### config.mk
export PLATFORM = sky130hd
export DESIGN_NAME = frame_slot_free_stack_top
export DESIGN_NICKNAME = d
export VERILOG_FILES = /design/src/rtl/fss_pkg.sv /design/src/rtl/fss_divmul.sv /design/src/rtl/fss_stack.sv /design/src/rtl/frame_slot_free_stack_top.sv
export SDC_FILE = /design/constraint.sdc
export NUM_CORES = 1
export LEC_CHECK = 0
export BUFFER_PORTS_ARGS = -buffer_cell sky130_fd_sc_hd__buf_2
export CAP_MARGIN = 20
export CORE_AREA = 4 4 157 159
export DETAILED_ROUTE_END_ITERATION = 6
export DIE_AREA = 0 0 161 163
export PLACE_DENSITY = 0.85
export SYNTH_ARGS = -nofsm -noshare
export SYNTH_HDL_FRONTEND = slang
export SYNTH_SLANG_ARGS = --single-unit
### constraint.sdc
create_clock -name i_clk -period 10.1 [get_ports i_clk]
set_clock_uncertainty 0.15 [all_clocks]
set_input_delay 2.02 -clock i_clk [delete_from_list [all_inputs] [get_ports i_clk]]
set_output_delay 2.02 -clock i_clk [all_outputs]
set_load 0.005 [all_outputs]
### src/rtl/fss_pkg.sv
// Frame slot free stack: shared types, widths and status codes.
// No dependencies; imported by every module of the block.
`timescale 1ns / 1ps
`default_nettype none

package fss_pkg;

    localparam int SLOTS  = 16;
    localparam int IDX_W  = 4;
    localparam int CNT_W  = 5;
    localparam int SIZE_W = 29;
    localparam int OFF_W  = 32;
    localparam int ST_W   = 3;

    typedef logic [ST_W-1:0] t_status;

    localparam t_status ST_OK         = 3'd0;
    localparam t_status ST_EXHAUSTED  = 3'd1;
    localparam t_status ST_BELOW      = 3'd2;
    localparam t_status ST_MISALIGNED = 3'd3;
    localparam t_status ST_PAST       = 3'd4;
    localparam t_status ST_DOUBLE     = 3'd5;

    // Start request to the shared divide/multiply unit.
    typedef struct packed {
        logic start;
        logic mul;
    } t_du_ctl;

    // Write request to the slot stack.
    typedef struct packed {
        logic             we;
        logic [IDX_W-1:0] addr;
        logic [IDX_W-1:0] data;
    } t_stk_wr;

endpackage

`default_nettype wire

### src/rtl/fss_divmul.sv
// Shared add/subtract unit stepping a restoring divide or a shift-add multiply.
// Depends on fss_pkg.
`timescale 1ns / 1ps
`default_nettype none

module fss_divmul (
    input  wire logic                       i_clk,
    input  wire logic                       i_rst_n,
    input  wire fss_pkg::t_du_ctl           i_ctl,
    input  wire logic [fss_pkg::OFF_W-1:0]  i_dividend,
    input  wire logic [fss_pkg::IDX_W-1:0]  i_multiplier,
    input  wire logic [fss_pkg::SIZE_W-1:0] i_size,
    output logic                            o_done,
    output logic [fss_pkg::OFF_W-1:0]       o_result,
    output logic                            o_rem_zero
);
    import fss_pkg::*;

    localparam int STEP_W = 5;

    logic              r_busy, n_busy;
    logic              r_done, n_done;
    logic              r_mul, n_mul;
    logic [STEP_W-1:0] r_cnt, n_cnt;
    logic [OFF_W-1:0]  r_q, n_q;
    logic [SIZE_W-1:0] r_rem, n_rem;
    logic [IDX_W-1:0]  r_m, n_m;

    logic [SIZE_W:0]   shifted;
    logic [OFF_W:0]    op_a, op_b, sum;

    // One 33-bit adder serves both operations.
    always_comb begin
        shifted = {r_rem, r_q[OFF_W-1]};
        if (r_mul) begin
            op_a = {1'b0, r_q[OFF_W-2:0], 1'b0};
            op_b = r_m[IDX_W-1] ? {{(OFF_W+1-SIZE_W){1'b0}}, i_size} : '0;
            sum  = op_a + op_b;
        end else begin
            op_a = {{(OFF_W-SIZE_W){1'b0}}, shifted};
            op_b = {{(OFF_W+1-SIZE_W){1'b0}}, i_size};
            sum  = op_a - op_b;
        end
    end

    always_comb begin
        n_busy = r_busy;
        n_done = 1'b0;
        n_mul  = r_mul;
        n_cnt  = r_cnt;
        n_q    = r_q;
        n_rem  = r_rem;
        n_m    = r_m;
        if (i_ctl.start) begin
            n_busy = 1'b1;
            n_mul  = i_ctl.mul;
            n_cnt  = i_ctl.mul ? STEP_W'(IDX_W - 1) : STEP_W'(OFF_W - 1);
            n_q    = i_ctl.mul ? '0 : i_dividend;
            n_rem  = '0;
            n_m    = i_multiplier;
        end else if (r_busy) begin
            if (r_mul) begin
                n_q = sum[OFF_W-1:0];
                n_m = {r_m[IDX_W-2:0], 1'b0};
            end else begin
                // no borrow: the trial subtraction fits
                n_q   = {r_q[OFF_W-2:0], ~sum[OFF_W]};
                n_rem = sum[OFF_W] ? shifted[SIZE_W-1:0] : sum[SIZE_W-1:0];
            end
            n_cnt = r_cnt - 1'b1;
            if (r_cnt == '0) begin
                n_busy = 1'b0;
                n_done = 1'b1;
            end
        end
    end

    always_ff @(posedge i_clk) begin
        if (!i_rst_n) begin
            r_busy <= 1'b0;
            r_done <= 1'b0;
        end else begin
            r_busy <= n_busy;
            r_done <= n_done;
        end
        r_mul <= n_mul;
        r_cnt <= n_cnt;
        r_q   <= n_q;
        r_rem <= n_rem;
        r_m   <= n_m;
    end

    assign o_done     = r_done;
    assign o_result   = r_q;
    assign o_rem_zero = (r_rem == '0);

endmodule

`default_nettype wire

### src/rtl/fss_stack.sv
// Storage for the free slot indices, reset to entry i holding index i.
// Depends on fss_pkg.
`timescale 1ns / 1ps
`default_nettype none

module fss_stack (
    input  wire logic                      i_clk,
    input  wire logic                      i_rst_n,
    input  wire fss_pkg::t_stk_wr          i_wr,
    input  wire logic [fss_pkg::IDX_W-1:0] i_rd_addr,
    output logic [fss_pkg::IDX_W-1:0]      o_rd_data
);
    import fss_pkg::*;

    logic [IDX_W-1:0] r_ent [SLOTS];

    always_ff @(posedge i_clk) begin
        if (!i_rst_n) begin
            for (int k = 0; k < SLOTS; k++) begin
                r_ent[k] <= IDX_W'(k);
            end
        end else if (i_wr.we) begin
            r_ent[i_wr.addr] <= i_wr.data;
        end
    end

    assign o_rd_data = r_ent[i_rd_addr];

endmodule

`default_nettype wire

### src/rtl/frame_slot_free_stack_top.sv
// Top level of the frame slot free stack: sequencer, stack pointer, result register.
// Depends on fss_pkg, fss_divmul and fss_stack.
`timescale 1ns / 1ps
`default_nettype none

// Allocator for 16 equal-size frame slots, kept as a stack of free slot
// indices (all free after reset, slot 15 on top). Action 0 pops a slot and
// returns its byte offset index * slot size (low 32 bits); action 1 releases
// a byte offset and checks, in order, for a negative offset, misalignment,
// an index past the pool and a slot that is already free, pushing the index
// only if all pass. Any error returns index 0 and offset 0 and leaves the
// state unchanged. One item is processed at a time; o_in_stall is high from
// the transfer until the sequencer is back in idle. An acquire runs 4 multiply
// steps on the shared adder, then picks up the product and loads the output
// register; a release runs 32 restoring divide steps on the same adder, checks
// the quotient, scans up to 16 stack entries, one per cycle, and loads the
// output register. A negative offset or an exhausted pool goes straight to
// loading the output register. The result sits in an output register, so a
// stalled result only holds the sequencer once it has the next one ready. A
// slot size of 0 acts as 1; write it only while the block is idle.
module frame_slot_free_stack_top (
    input  wire logic                        i_clk,
    input  wire logic                        i_rst_n,
    // configuration
    input  wire logic                        i_cfg_valid,
    output logic                             o_cfg_ready,
    input  wire logic [fss_pkg::SIZE_W-1:0]  i_cfg_data,
    // request channel
    input  wire logic                        i_in_valid,
    output logic                             o_in_stall,
    input  wire logic                        i_action,
    input  wire logic signed [fss_pkg::OFF_W:0] i_byte_offset,
    // result channel
    output logic                             o_out_valid,
    input  wire logic                        i_out_stall,
    output logic [fss_pkg::ST_W-1:0]         o_status,
    output logic [fss_pkg::IDX_W-1:0]        o_slot_index,
    output logic [fss_pkg::OFF_W-1:0]        o_slot_offset,
    output logic [fss_pkg::CNT_W-1:0]        o_free_count
);
    import fss_pkg::*;

    localparam logic [2:0] S_IDLE = 3'd0;
    localparam logic [2:0] S_MUL  = 3'd1;
    localparam logic [2:0] S_DIV  = 3'd2;
    localparam logic [2:0] S_SRCH = 3'd3;
    localparam logic [2:0] S_OUT  = 3'd4;

    logic [2:0]        r_state, n_state;
    logic [CNT_W-1:0]  r_top, n_top;
    logic [CNT_W-1:0]  r_i, n_i;
    logic [IDX_W-1:0]  r_idx, n_idx;
    logic [SIZE_W-1:0] r_slot_size;

    // pending result, waiting for the output register
    t_status           r_res_st, n_res_st;
    logic [IDX_W-1:0]  r_res_idx, n_res_idx;
    logic [OFF_W-1:0]  r_res_off, n_res_off;

    // output register
    logic              r_o_valid, n_o_valid;
    t_status           r_o_st, n_o_st;
    logic [IDX_W-1:0]  r_o_idx, n_o_idx;
    logic [OFF_W-1:0]  r_o_off, n_o_off;
    logic [CNT_W-1:0]  r_o_cnt, n_o_cnt;

    logic              in_xfer;
    logic [SIZE_W-1:0] eff_size;
    t_du_ctl           du_ctl;
    logic              du_done, du_rem_zero;
    logic [OFF_W-1:0]  du_result;
    t_stk_wr           stk_wr;
    logic [IDX_W-1:0]  stk_rd_addr, stk_rd_data;
    logic [CNT_W-1:0]  top_m1;

    assign in_xfer  = i_in_valid && !o_in_stall;
    assign eff_size = (r_slot_size == '0) ? SIZE_W'(1) : r_slot_size;
    assign top_m1   = r_top - 1'b1;

    // Pop reads below the top; the scan walks from the bottom.
    assign stk_rd_addr = (r_state == S_SRCH) ? r_i[IDX_W-1:0] : top_m1[IDX_W-1:0];

    fss_divmul u_divmul (
        .i_clk        (i_clk),
        .i_rst_n      (i_rst_n),
        .i_ctl        (du_ctl),
        .i_dividend   (i_byte_offset[OFF_W-1:0]),
        .i_multiplier (stk_rd_data),
        .i_size       (eff_size),
        .o_done       (du_done),
        .o_result     (du_result),
        .o_rem_zero   (du_rem_zero)
    );

    fss_stack u_stack (
        .i_clk     (i_clk),
        .i_rst_n   (i_rst_n),
        .i_wr      (stk_wr),
        .i_rd_addr (stk_rd_addr),
        .o_rd_data (stk_rd_data)
    );

    always_comb begin
        n_state   = r_state;
        n_top     = r_top;
        n_i       = r_i;
        n_idx     = r_idx;
        n_res_st  = r_res_st;
        n_res_idx = r_res_idx;
        n_res_off = r_res_off;
        n_o_valid = r_o_valid;
        n_o_st    = r_o_st;
        n_o_idx   = r_o_idx;
        n_o_off   = r_o_off;
        n_o_cnt   = r_o_cnt;
        du_ctl    = '0;
        stk_wr    = '0;

        if (r_o_valid && !i_out_stall) begin
            n_o_valid = 1'b0;
        end

        unique case (r_state)
            S_IDLE: begin
                if (in_xfer) begin
                    n_res_st  = ST_OK;
                    n_res_idx = '0;
                    n_res_off = '0;
                    if (!i_action) begin
                        if (r_top == '0) begin
                            n_res_st = ST_EXHAUSTED;
                            n_state  = S_OUT;
                        end else begin
                            n_top      = top_m1;
                            n_idx      = stk_rd_data;
                            du_ctl.start = 1'b1;
                            du_ctl.mul   = 1'b1;
                            n_state    = S_MUL;
                        end
                    end else if (i_byte_offset[OFF_W]) begin
                        n_res_st = ST_BELOW;
                        n_state  = S_OUT;
                    end else begin
                        du_ctl.start = 1'b1;
                        n_state      = S_DIV;
                    end
                end
            end
            S_MUL: begin
                if (du_done) begin
                    n_res_idx = r_idx;
                    n_res_off = du_result;
                    n_state   = S_OUT;
                end
            end
            S_DIV: begin
                if (du_done) begin
                    if (!du_rem_zero) begin
                        n_res_st = ST_MISALIGNED;
                        n_state  = S_OUT;
                    end else if (du_result[OFF_W-1:IDX_W] != '0) begin
                        n_res_st = ST_PAST;
                        n_state  = S_OUT;
                    end else begin
                        n_idx   = du_result[IDX_W-1:0];
                        n_i     = '0;
                        n_state = S_SRCH;
                    end
                end
            end
            S_SRCH: begin
                if (r_i >= r_top) begin
                    // not found among the free entries: push it
                    if (r_top < CNT_W'(SLOTS)) begin
                        stk_wr.we   = 1'b1;
                        stk_wr.addr = r_top[IDX_W-1:0];
                        stk_wr.data = r_idx;
                        n_top       = r_top + 1'b1;
                    end
                    n_res_idx = r_idx;
                    n_state   = S_OUT;
                end else if (stk_rd_data == r_idx) begin
                    n_res_st = ST_DOUBLE;
                    n_state  = S_OUT;
                end else begin
                    n_i = r_i + 1'b1;
                end
            end
            S_OUT: begin
                if (!r_o_valid || !i_out_stall) begin
                    n_o_valid = 1'b1;
                    n_o_st    = r_res_st;
                    n_o_idx   = r_res_idx;
                    n_o_off   = r_res_off;
                    n_o_cnt   = r_top;
                    n_state   = S_IDLE;
                end
            end
            default: begin
                n_state = S_IDLE;
            end
        endcase
    end

    always_ff @(posedge i_clk) begin
        if (!i_rst_n) begin
            r_state     <= S_IDLE;
            r_top       <= CNT_W'(SLOTS);
            r_o_valid   <= 1'b0;
            r_slot_size <= SIZE_W'(1);
        end else begin
            r_state   <= n_state;
            r_top     <= n_top;
            r_o_valid <= n_o_valid;
            if (i_cfg_valid && o_cfg_ready) begin
                r_slot_size <= i_cfg_data;
            end
        end
        r_i       <= n_i;
        r_idx     <= n_idx;
        r_res_st  <= n_res_st;
        r_res_idx <= n_res_idx;
        r_res_off <= n_res_off;
        r_o_st    <= n_o_st;
        r_o_idx   <= n_o_idx;
        r_o_off   <= n_o_off;
        r_o_cnt   <= n_o_cnt;
    end

    assign o_cfg_ready   = 1'b1;
    assign o_in_stall    = (r_state != S_IDLE);
    assign o_out_valid   = r_o_valid;
    assign o_status      = r_o_st;
    assign o_slot_index  = r_o_idx;
    assign o_slot_offset = r_o_off;
    assign o_free_count  = r_o_cnt;

endmodule

`default_nettype wire

==> impl_results.md, run 1 <==
* Status: completed
* Core area at approximately 23,000 um^2
* Unique cell type count in the Yosys netlist at 76
* RSZ-0062 raised after global routing: false
* Crit path DAT at roughly 4.7 ns
* Async set-or-reset flop fraction in the synthesized netlist at 0%
* Inst Count DP at 1,858
* DR iter-0 viols at roughly 1,400
* Setup slack, reg-to-reg at 5.64 ns
* Gr ovfl total at 0
* Finished Layout Cells at 1,911
* All-layer global routing usage at a little over a quarter
* Clock power frac at between 20 and 25%
* M2 GR Usage at approximately 44%
* H-tree levels at 1
* Req. time, crit path at between 10 and 15 ns
* Vias at approximately 12,000
* Post_cts resized at 0
* Synthesized area per cell at about 10 um^2
* Max Slew Vio Count at 0
* CP max FO at 29
* Logic pwr share at a little over two fifths
* Post-Place Worst Slack at roughly 5.5 ns
* Power Internal at between 0.002 and 0.003 W
* Postcts setup bufs at 0
* Cell with the most instances after synthesis: edfxtp_1
* P per Cell Area at 275 nW/um^2
* Power share of the sequential group at around 36%
* Post-synth top cells: edfxtp_1 (198), a21oi_1 (136), nand2_1 (134)
* Syn-to-layout area delta at 11.4%
* Final Hold Fails at 0
* CP max-delay cell: nor4_1
* DPL Wire Length at approximately 27,000 um
* Total of max-cap violations at 0
* Final WL at 37,000 um
* Die X at 161 um
* Met3 usage at under 10%
* Max Fclk at around 220 MHz
* Vias in the first global route at between 10,000 and 15,000
* Crit-path cells: nor4_1 -> nand4_1 -> o21bai_1 -> ha_1 -> inv_1 -> fa_1 -> a21o_1 -> a21oi_1 -> o21ai_0 -> a22o_1 -> and3_1 -> o21bai_1 -> a211oi_1 -> o21ai_2 -> buf_4 -> mux2i_1 -> a21oi_1
* Synth Flop Type: edfxtp_1
* Slew headroom at 42.7%
* CTS tree: done
* Clock transition at path regs at 0.06 ns
* Share of cells above drive strength 1 at around an eighth
* DR DRC count at 0
* Synth area leader: edfxtp_1
* Met1 Resource Use GR at 38.8%
* Sum of negative setup slack at 0 ns
* Setup WS post-layout at 5.64 ns
* First-pass GRT wire length at 58,800 um
* Clock sinks at ~270
* Slowest stage delay, CP at approximately 0.42 ns
* Worst setup EP type: register
* Synth Net Count at roughly 1,600
* Setup crit start kind: register
* # port buffers at 113
* Switching Share at between 30% and 40%
* Worst Setup EP: u_divmul.r_rem[27]
* Setup CP Type: reg2reg
* Fin crit share at approximately 44%
* Worst-Margin Slew at about 0.86 ns
* Flops & latches, synth at ~270
* Clock Latency Late Sink at around 0.56 ns
* DIE AREA at 26,200 um^2
* Mapped Area at between 15,000 and 20,000 um^2
* Die Y at roughly 160 um
* Setup Viol. Count Final at 0
* Vias per cell at ~6.2
* Post-synth EDFFs at about 200
* Largest net degree at the start of global routing at 80
* Hold_buf cts at 0
* Clock root cell: clkbuf_16
* Worst r2r src: r_slot_size[21]
* Router iterations before antenna repair at 6
* Yosys top cell area share at roughly 39%
* Gr busiest metal: met2
* Area contributors post-synth: edfxtp_1 (39%), dfxtp_1 (9.1%), mux2i_1 (7.3%)
* Sequential share of the synthesized area at between 40 and 50%
* Gp weighted congestion at 0.993
* Drt wl/cell at a little under 20 um
* Yosys warns at 0
* Peak supply drop at between 0.2 and 0.3 mV
* Cells on worst reg2reg path at 17
* CTS Buffer Depth at 3
* CTS buffer count at 28
* ANT nets after route at 0
* Psw at around 0.0018 W
* Fin nets at 1,706
* Hold Crit Class: reg2reg
* Leak at between 6 and 7 nW
* Initial antenna violation count at 1
* Initial Utilization at between 60% and 70%
* # IOs at roughly 120
* CP Launch Point: r_slot_size[21]
* Cell Rows at 56
* R2r endpoint: u_divmul.r_rem[27]
* Final worst path period need at between 4 and 5 ns
* Cells after Synth at about 1,500
==> stage by stage <==
stage | utilization (%) | hold WS [ns] | area (um^2) | total power (W)
3_3_place_gp | 68.5 | 0.252 | 15900 | 0.00351
4_1_cts | 72.5 | 0.269 | 16900 | 0.00461
6_report | 72.5 | 0.268 | 16900 | 0.00464
2_1_floorplan | - | 0.250 | 15100 | 0.00312
3_5_place_dp | 68.5 | 0.255 | 15900 | 0.00358
5_1_grt | 72.5 | 0.274 | 16900 | 0.00491
==> cell type report <==
cell class	instances	area [um^2]
fill	1613	6400
inverter	65	244
tap	319	399
sequential	267	7330
clock buffer	34	743
clock inverter	18	181
timing repair buffer	127	671
antenna	1	2.50
multi-input combinational	1080	7290
==> flip-flops by register name (all words and copies together) (netlist names), 4 cells and up <==
signal / count
o_free_count: 5
o_slot_index: 4
o_slot_offset: 32
r_i: 5
r_idx: 4
r_res_idx: 4
r_res_off: 32
r_slot_size: 29
r_top: 5
u_divmul.o_result: 32
u_divmul.r_cnt: 5
u_divmul.r_m: 4
u_divmul.r_rem: 29
u_stack.r_ent: 64
==> layout by cell type, fill, tap and decap left out, types with 20 or more instances in the layout <==
cell type / count
a21o_1: 39
a21oi_1: 135
and2_1: 71
buf_2: 113
clkbuf_16: 28
dfxtp_1: 69
edfxtp_1: 198
ha_1: 67
inv_1: 63
mux2i_1: 110
nand2_1: 134
nand3_1: 44
nor2_1: 88
nor2b_1: 41
nor3_1: 20
nor4_1: 22
o21ai_0: 71
xnor2_1: 41
xor2_1: 27
==> cells by family after synthesis <==
logic type               count (synthesis)  synth area share, %
other                                    1               0.0248
AND/OR/NAND/NOR                        484                 16.3
multiplexers                           122                 8.53
AO/OA/AOI/OAI                          336                 13.4
XOR/XNOR                                68                 3.94
adder cells (fa/ha/maj)                 69                 5.80
buffers and inverters                  131                 3.58
flip-flops                             267                 48.4
==> how the worst min path moves through the flow <==
stage                              from           endpoint  slack, ns  cells after the start
final                     r_res_off[30]  o_slot_offset[30]       0.27                      0
after CTS                 r_res_off[11]  o_slot_offset[11]       0.27                      0
after detailed placement  r_res_off[11]  o_slot_offset[11]       0.25                      0
after floorplan            r_res_idx[0]    o_slot_index[0]       0.25                      0
after global routing      r_res_off[11]  o_slot_offset[11]       0.27                      0
after global placement    r_res_off[24]  o_slot_offset[24]       0.25                      0
==> metal layers <==
layer	share of wire, %	vias up
li1	-	5572
met1	42	5529
met5	0	-
met3	9.3	96
met4	3.5	0
met2	46	676
==> worst max-delay path, delay by kind of cell, from the launching register on <==
kind / cells / cell delay [ns]
AOI/OAI and AO/OA: 9 / 1.68
muxes: 1 / 0.26
buffers and inverters: 2 / 0.47
DFF: 1 / 0.34
and+or+nand+nor: 3 / 0.82
adders and majority gates: 2 / 0.62
==> power groups by stage <==
stage	clock (W)	combinational [W]	sequential (W)
floorplan	0	0.00154	0.00158
global placement	0	0.00184	0.00167
detailed placement	0	0.00190	0.00168
CTS	0.00103	0.00192	0.00166
global route	0.00108	0.00214	0.00169
finish	0.00102	0.00196	0.00167
Power figures use the tool's default switching activity.
==> inputs of run 2 (changes only) <==
--- a/config.mk
+++ b/config.mk
@@ -7,10 +7,10 @@
 export LEC_CHECK = 0
 export BUFFER_PORTS_ARGS = -buffer_cell sky130_fd_sc_hd__buf_2
 export CAP_MARGIN = 20
-export CORE_AREA = 4 4 157 159
+export CORE_AREA = 4 4 163 165
 export DETAILED_ROUTE_END_ITERATION = 6
-export DIE_AREA = 0 0 161 163
-export PLACE_DENSITY = 0.85
+export DIE_AREA = 0 0 167 169
+export PLACE_DENSITY = 0.8
 export SYNTH_ARGS = -nofsm -noshare
 export SYNTH_HDL_FRONTEND = slang
 export SYNTH_SLANG_ARGS = --single-unit
==> constraint.sdc (replaced) <==
create_clock -name i_clk -period 4.3 [get_ports i_clk]
set_clock_uncertainty 0.15 [all_clocks]
set_input_delay 0.86 -clock i_clk [delete_from_list [all_inputs] [get_ports i_clk]]
set_output_delay 0.86 -clock i_clk [all_outputs]
set_load 0.005 [all_outputs]
==> run 2 against run 1 <==
Net effect: cell count grew 1.6%; die area increased by 7.5%; sequential cell count is the same; final area is 1.8% higher; non-clock buffer count grew 22; count of clock-buffer cells in the layout is 2 higher; clock power rose to 2.5 times the previous value; highest routed layer unchanged.
==> impl_results.md, run 2 (same netlist as run 1, synthesis figures left out) <==
* Status: completed (unchanged)
* Largest Register: u_stack.r_ent (unchanged)
* Antenna Cells at 0 (was 1)
* Clock root cell: clkbuf_16 (unchanged)
* Largest net degree at the start of global routing at 51 (was 80)
* Share of cells above drive strength 1 at 14.2% (was 12.8%)
* Setup Viol. Count Final at 0 (unchanged)
* All-layer global routing usage at 26.6% (was 27.5%)
* Leak at 6.94 nW (was 6.77 nW)
* Vias per cell at 6.12 (was 6.21)
* Setup CP Type: reg2reg (unchanged)
* Gr ovfl total at 0 (unchanged)
* Commonest non-fill, non-tap cell in the layout: edfxtp_1 (unchanged)
* Die X at 167 um (was 161 um)
* Peak supply drop at 0.480 mV (was 0.257 mV)
* Post-layout util at 68.6% (was 72.5%)
* Sum of negative setup slack at 0 ns (unchanged)
* Req. time, crit path at 4.55 ns (was 10.36 ns)
* Inst Count DP at 1,882 (was 1,858)
* Most frequent cells in the layout: edfxtp_1 (198), nand2_1 (134), a21oi_1 (134), buf_2 (113), mux2i_1 (110) (was edfxtp_1 (198), a21oi_1 (135), nand2_1 (134), buf_2 (113), mux2i_1 (110))
* CP max FO at 10 (was 29)
* DR iter-0 viols at 1,339 (was 1,418)
* ANT nets after route at 0 (unchanged)
* H-tree levels at 1 (unchanged)
* Clock Latency Late Sink at 0.54 ns (was 0.56 ns)
* Vias in the first global route at 11,397 (was 11,215)
* Final worst path period need at 4.16 ns (was 4.46 ns)
* Drt wl/cell at 19.9 um (was 19.3 um)
* Total of max-cap violations at 0 (unchanged)
* Max reg flops at 64 (unchanged)
* Hold_buf cts at 0 (unchanged)
* Initial antenna violation count at 0 (was 1)
* Core area at 25,000 um^2 (was 23,300 um^2)
* Minimum hold slack at 0.268 ns (about the same)
* Cell Rows at 58 (was 56)
* Gp weighted congestion at 0.935 (was 0.993)
* Clock sinks at 267 (unchanged)
* Final WL at 38,700 um (was 37,000 um)
* # IOs at 115 (unchanged)
* Clock transition at path regs at 0.06 ns (about the same)
* First-pass GRT wire length at 60,800 um (was 58,800 um)
* Worst setup EP type: register (unchanged)
* Crit path DAT at 4.42 ns (was 4.72 ns)
* # port buffers at 113 (unchanged)
* Hold Crit Class: reg2reg (unchanged)
* Fin nets at 1,728 (was 1,706)
* DR DRC count at 0 (unchanged)
* Die Y at 169 um (was 163 um)
* Syn-to-layout area delta at 13.4% (was 11.4%)
* DIE AREA at 28,200 um^2 (was 26,200 um^2)
* Final Hold Fails at 0 (unchanged)
* Router iterations before antenna repair at 6 (unchanged)
* DPL Wire Length at 27,900 um (was 26,700 um)
* CTS tree: done (unchanged)
* Slew headroom at 37.9% (was 42.7%)
* CTS Buffer Depth at 3 (unchanged)
* P per Cell Area at 659 nW/um^2 (was 275 nW/um^2)
* Fill cell count at 1,859 (was 1,613)
* Max Fclk at 240 MHz (was 224 MHz)
* Worst-Margin Slew at 0.931 ns (was 0.859 ns)
* CTS buffer count at 28 (unchanged)
* Finished Layout Cells at 1,942 (was 1,911)
* Fin crit share at 96.8% (was 44.2%)
* Initial Utilization at 60.4% (was 65.1%)
* Max Slew Vio Count at 0 (unchanged)
* Setup crit start kind: register (unchanged)
* Vias at 11,890 (was 11,873)
* Total power at 0.0113 W (was 0.00464 W)
run 2: changes by cell type in the layout (fill, tap and decap cells not counted), sizes merged, moves of 2 or more:
| cell | change |
|---|---|
| clkbuf | +4 |
| clkinvlp | -2 |
| inv | +2 |
| bufinv | +3 |
| buf | +20 |
| clkinv | -6 |
run 2: what timing repair did:
item                       in CTS  in global routing
setup buffers                   0                  7
gates resized for setup         0                  7
setup endpoints to repair       0                 30
run 2: cell type report:
cell class	count	area [um^2]	area share, %
timing repair buffer	149	887	5.17
tap	330	413	2.41
clock inverter	15	213	1.24
sequential	267	7330	42.7
clock buffer	36	762	4.44
multi-input combinational	1080	7320	42.6
inverter	65	244	1.42
run 2: power breakdown:
group,internal (W),switching (W)
combinational,0.00214,0.00273
clock,0.00155,0.00100
sequential,0.00339,0.000498
run 2: critical path, stage by stage (launching register included):
cell,delay [ns]
dfxtp_1,0.33
nor4_1,0.34
nand4_1,0.28
o21bai_2,0.20
ha_1,0.20
inv_1,0.07
fa_1,0.40
a21o_1,0.18
a21oi_2,0.16
o21ai_1,0.10
a22o_1,0.26
and3_1,0.17
o21bai_1,0.17
a211oi_1,0.14
o21ai_2,0.23
buf_4,0.19
clkbuf_16,0.16
mux2i_1,0.19
a21oi_1,0.09
run 2: worst paths after layout:
path	end	cells after the start	slack, ns	start
max	u_divmul.r_rem[5]	18	0.14	r_slot_size[28]
min	o_slot_offset[25]	0	0.27	r_res_off[25]
max reg2reg	u_divmul.r_rem[5]	18	0.14	r_slot_size[28]
min reg2reg	o_slot_offset[25]	0	0.27	r_res_off[25]
run 2: metal layers:
metal / track usage (%) / vias up / part of all wire [%]
met3: 4.04 / 89 / 8.7
met1: 37.4 / 5639 / 42
met4: 8.40 / 0 / 3.0
met2: 42.8 / 565 / 46
li1: - / 5597 / -
met5: 0 / - / 0
run 2: stage by stage:
step | area [um^2] | worst slack, ns
after floorplan | 15100 | 0.582
after global placement | 16100 | 0.284
after detailed placement | 16100 | 0.131
after CTS | 17000 | 0.0127
after global routing | 17200 | -0.0772
final | 17200 | 0.136
==> inputs of run 3 (changes only) <==
--- a/config.mk
+++ b/config.mk
@@ -5,11 +5,13 @@
 export SDC_FILE = /design/constraint.sdc
 export NUM_CORES = 1
 export LEC_CHECK = 0
+export ABC_AREA = 1
 export BUFFER_PORTS_ARGS = -buffer_cell sky130_fd_sc_hd__buf_2
 export CAP_MARGIN = 20
-export CORE_AREA = 4 4 163 165
+export CORE_AREA = 4 4 166 168
 export DETAILED_ROUTE_END_ITERATION = 6
-export DIE_AREA = 0 0 167 169
+export DIE_AREA = 0 0 170 172
+export HOLD_SLACK_MARGIN = 0.02
 export PLACE_DENSITY = 0.8
 export SYNTH_ARGS = -nofsm -noshare
 export SYNTH_HDL_FRONTEND = slang
==> run 3 against run 2 <==
Net effect: sequential power increased by 6.9%; clock power decreased by 7%; register-to-register slack better by 0.42 ns; non-clock buffer count down 22; die area increased by 3.6%; critical endpoint is now u_divmul.r_rem[7].
==> impl_results.md, run 3 <==
* Status: completed (unchanged)
* Post-Place Worst Slack at 0.653 ns (was 0.131 ns)
* First-pass GRT wire length at 69,800 um (was 60,800 um)
* Cells after Synth at 1,945 (was 1,478)
* Fin nets at 2,168 (was 1,728)
* Yosys top cell area share at 37.8% (was 39.3%)
* Sum of negative setup slack at 0 ns (unchanged)
* Setup crit start kind: register (unchanged)
* P per Cell Area at 698 nW/um^2 (was 659 nW/um^2)
* # port buffers at 113 (unchanged)
* Largest net degree at the start of global routing at 63 (was 51)
* Largest Register: u_stack.r_ent (unchanged)
* Worst setup EP type: register (unchanged)
* Worst-Margin Slew at 0.998 ns (was 0.931 ns)
* Logic pwr share at 46.1% (was 43.1%)
* Power share of the sequential group at 34.3% (was 34.4%)
* Commonest non-fill, non-tap cell in the layout: nand2_1 (was edfxtp_1)
* Flops & latches, synth at 267 (unchanged)
* Power Internal at 0.00675 W (was 0.00708 W)
* Vias in the first global route at 13,213 (was 11,397)
* Setup CP Type: reg2reg (unchanged)
* Peak supply drop at 0.574 mV (was 0.480 mV)
* Clock power frac at 19.7% (was 22.6%)
* Async set-or-reset flop fraction in the synthesized netlist at 0% (unchanged)
* Leak at 7.61 nW (was 6.94 nW)
* Synth Flop Type: edfxtp_1 (unchanged)
* Clock Latency Late Sink at 0.56 ns (was 0.54 ns)
* Syn-to-layout area delta at 10.8% (was 13.4%)
* Cells on worst reg2reg path at 11 (was 18)
* Die X at 170 um (was 167 um)
* Post-synth EDFFs at 198 (unchanged)
* Cell with the most instances after synthesis: nand2_1 (was edfxtp_1)
* Max Slew Vio Count at 0 (unchanged)
* CTS buffer count at 28 (unchanged)
* Area contributors post-synth: edfxtp_1 (38%), nand2_1 (10%), dfxtp_1 (8.8%) (was edfxtp_1 (39%), dfxtp_1 (9.1%), mux2i_1 (7.3%))
* Unique cell type count in the Yosys netlist at 47 (was 76)
* Gr ovfl total at 0 (unchanged)
* H-tree levels at 1 (unchanged)
* Total of max-cap violations at 0 (unchanged)
* Worst r2r src: u_divmul.r_m[3] (was r_slot_size[28])
* Mapped Area at 15,700 um^2 (was 15,100 um^2)
* Hold Crit Class: reg2reg (unchanged)
* Final WL at 44,900 um (was 38,700 um)
* Psw at 0.00539 W (was 0.00423 W)
* Postcts setup bufs at 0 (unchanged)
* Cell Rows at 59 (was 58)
* Initial antenna violation count at 0 (unchanged)
* Crit path DAT at 4.00 ns (was 4.42 ns)
* Clock sinks at 267 (unchanged)
* All-layer global routing usage at 30.0% (was 26.6%)
* Post-layout util at 67.2% (was 68.6%)
* Fin crit share at 87.1% (was 96.8%)
* RSZ-0062 raised after global routing: false
* Drt wl/cell at 18.8 um (was 19.9 um)
* Slew headroom at 33.4% (was 37.9%)
* Post_cts resized at 0 (unchanged)
* Max Fclk at 267 MHz (was 240 MHz)
* Fill cell count at 2,128 (was 1,859)
* Gp weighted congestion at 1.01 (was 0.935)
* Setup Viol. Count Final at 0 (unchanged)
* Router iterations before antenna repair at 6 (unchanged)
* CTS tree: done (unchanged)
* DR DRC count at 0 (unchanged)
* Synth area leader: edfxtp_1 (unchanged)
* Share of cells above drive strength 1 at 9.79% (was 14.2%)
* Die Y at 172 um (was 169 um)
* Hold_buf cts at 0 (unchanged)
* Vias per cell at 5.93 (was 6.12)
* # IOs at 115 (unchanged)
* Synthesized area per cell at 8.08 um^2 (was 10.2 um^2)
* Final Hold Fails at 0 (unchanged)
* Clock transition at path regs at 0.07 ns (was 0.06 ns)
* Req. time, crit path at 4.56 ns (was 4.55 ns)
* WHS Path Cells at 0 (unchanged)
* Switching Share at 44.4% (was 37.4%)
* CP Launch Point: u_divmul.r_m[3] (was r_slot_size[28])
* Clock root cell: clkbuf_16 (unchanged)
* Setup WS post-layout at 0.555 ns (was 0.136 ns)
* DR iter-0 viols at 1,869 (was 1,339)
* Post-synth top cells: nand2_1 (424), inv_1 (263), edfxtp_1 (198) (was edfxtp_1 (198), a21oi_1 (136), nand2_1 (134))
* Yosys warns at 0 (unchanged)
* Synth Net Count at 2,082 (was 1,615)
* ANT nets after route at 0 (unchanged)
* Most frequent cells in the layout: nand2_1 (424), inv_1 (263), edfxtp_1 (198), nor2_1 (175), a21oi_1 (165) (was edfxtp_1 (198), nand2_1 (134), a21oi_1 (134), buf_2 (113), mux2i_1 (110))
* Sequential share of the synthesized area at 46.6% (was 48.4%)
* Hold Crit Start: r_res_off[11] (was r_res_off[25])
* Setup slack, reg-to-reg at 0.55 ns (was 0.14 ns)
* CP max FO at 29 (was 10)
* Reg area at 7330 um^2 (unchanged)
* Max reg flops at 64 (unchanged)
* R2r endpoint: u_divmul.r_rem[7] (was u_divmul.r_rem[5])
* Final worst path period need at 3.75 ns (was 4.16 ns)
* Minimum hold slack at 0.266 ns (was 0.268 ns)
* Hold path endpoint: o_slot_offset[11] (was o_slot_offset[25])
* Antenna Cells at 0 (unchanged)
* Vias at 14,169 (was 11,890)
* CTS Buffer Depth at 3 (unchanged)
* Core area at 25,900 um^2 (was 25,000 um^2)
* DIE AREA at 29,200 um^2 (was 28,200 um^2)
* Initial Utilization at 60.6% (was 60.4%)
* DPL Wire Length at 33,500 um (was 27,900 um)
* Multi-input gate area at 7080 um^2 (was 7320 um^2)
-- run 3: logic make-up after synthesis --
kind of cell | count (synthesis) | share of synthesized area [%]
and+or+nand+nor | 865 | 24.1
AOI/OAI and AO/OA | 388 | 14.2
buffers and inverters | 336 | 8.38
DFF | 267 | 46.6
adders and majority gates | 69 | 5.59
xor gates and xnor gates | 18 | 1.00
other | 1 | 0.0239
muxes | 1 | 0.0637
-- run 3: area by class of cell --
| class | instances | area share, % |
|---|---|---|
| Clock buffer | 32 | 4.11 |
| Tap cell | 335 | 2.41 |
| Timing Repair Buffer | 127 | 3.92 |
| Multi-Input combinational cell | 1342 | 40.7 |
| Sequential cell | 267 | 42.1 |
| Clock inverter | 20 | 1.04 |
| Inverter | 265 | 5.71 |
-- run 3: worst max-delay path, cell delays in order (launching register included) --
cell and delay (ns):
edfxtp_1 0.99, nand2_1 0.13, inv_1 0.09, ha_1 0.27, a21oi_1 0.21, o21ai_1 0.17, a21boi_0 0.34, inv_1 0.13
o21ai_0 0.74, nand3_1 0.15, o211ai_1 0.12, a21oi_1 0.08
-- run 3: power by group through the flow --
stage | clock network, W | logic, W | registers [W]
finish | 0.00239 | 0.00559 | 0.00416
global route | 0.00251 | 0.00621 | 0.00421
CTS | 0.00240 | 0.00545 | 0.00414
detailed placement | 0 | 0.00542 | 0.00418
global placement | 0 | 0.00531 | 0.00416
floorplan | 0 | 0.00398 | 0.00403
-- run 3: stage by stage --
step	instances	total power, W	cell area, um^2
after floorplan	1945	0.00800	15700
after global placement	2336	0.00947	16500
after detailed placement	2336	0.00960	16500
after CTS	2388	0.0120	17400
after global routing	2388	0.0129	17400
final	2388	0.0121	17400
-- run 3: layer usage --
| layer | global-route usage (%) | wire length [um] | vias up |
|---|---|---|---|
| li1 | - | - | 6784 |
| met1 | 46.0 | 20000 | 6585 |
| met2 | 44.4 | 18800 | 727 |
| met3 | 5.49 | 5130 | 73 |
| met4 | 7.60 | 1040 | 0 |
| met5 | 0.502 | 0 | - |
-- run 3: worst max-delay path by stage --
stage	cells past startpoint	end
final	11	u_divmul.r_rem[7]
after global routing	13	u_divmul.o_result[27]
after CTS	15	u_divmul.o_result[29]
after detailed placement	15	u_divmul.o_result[29]
after global placement	15	u_divmul.o_result[29]
after floorplan	1	o_free_count[0]
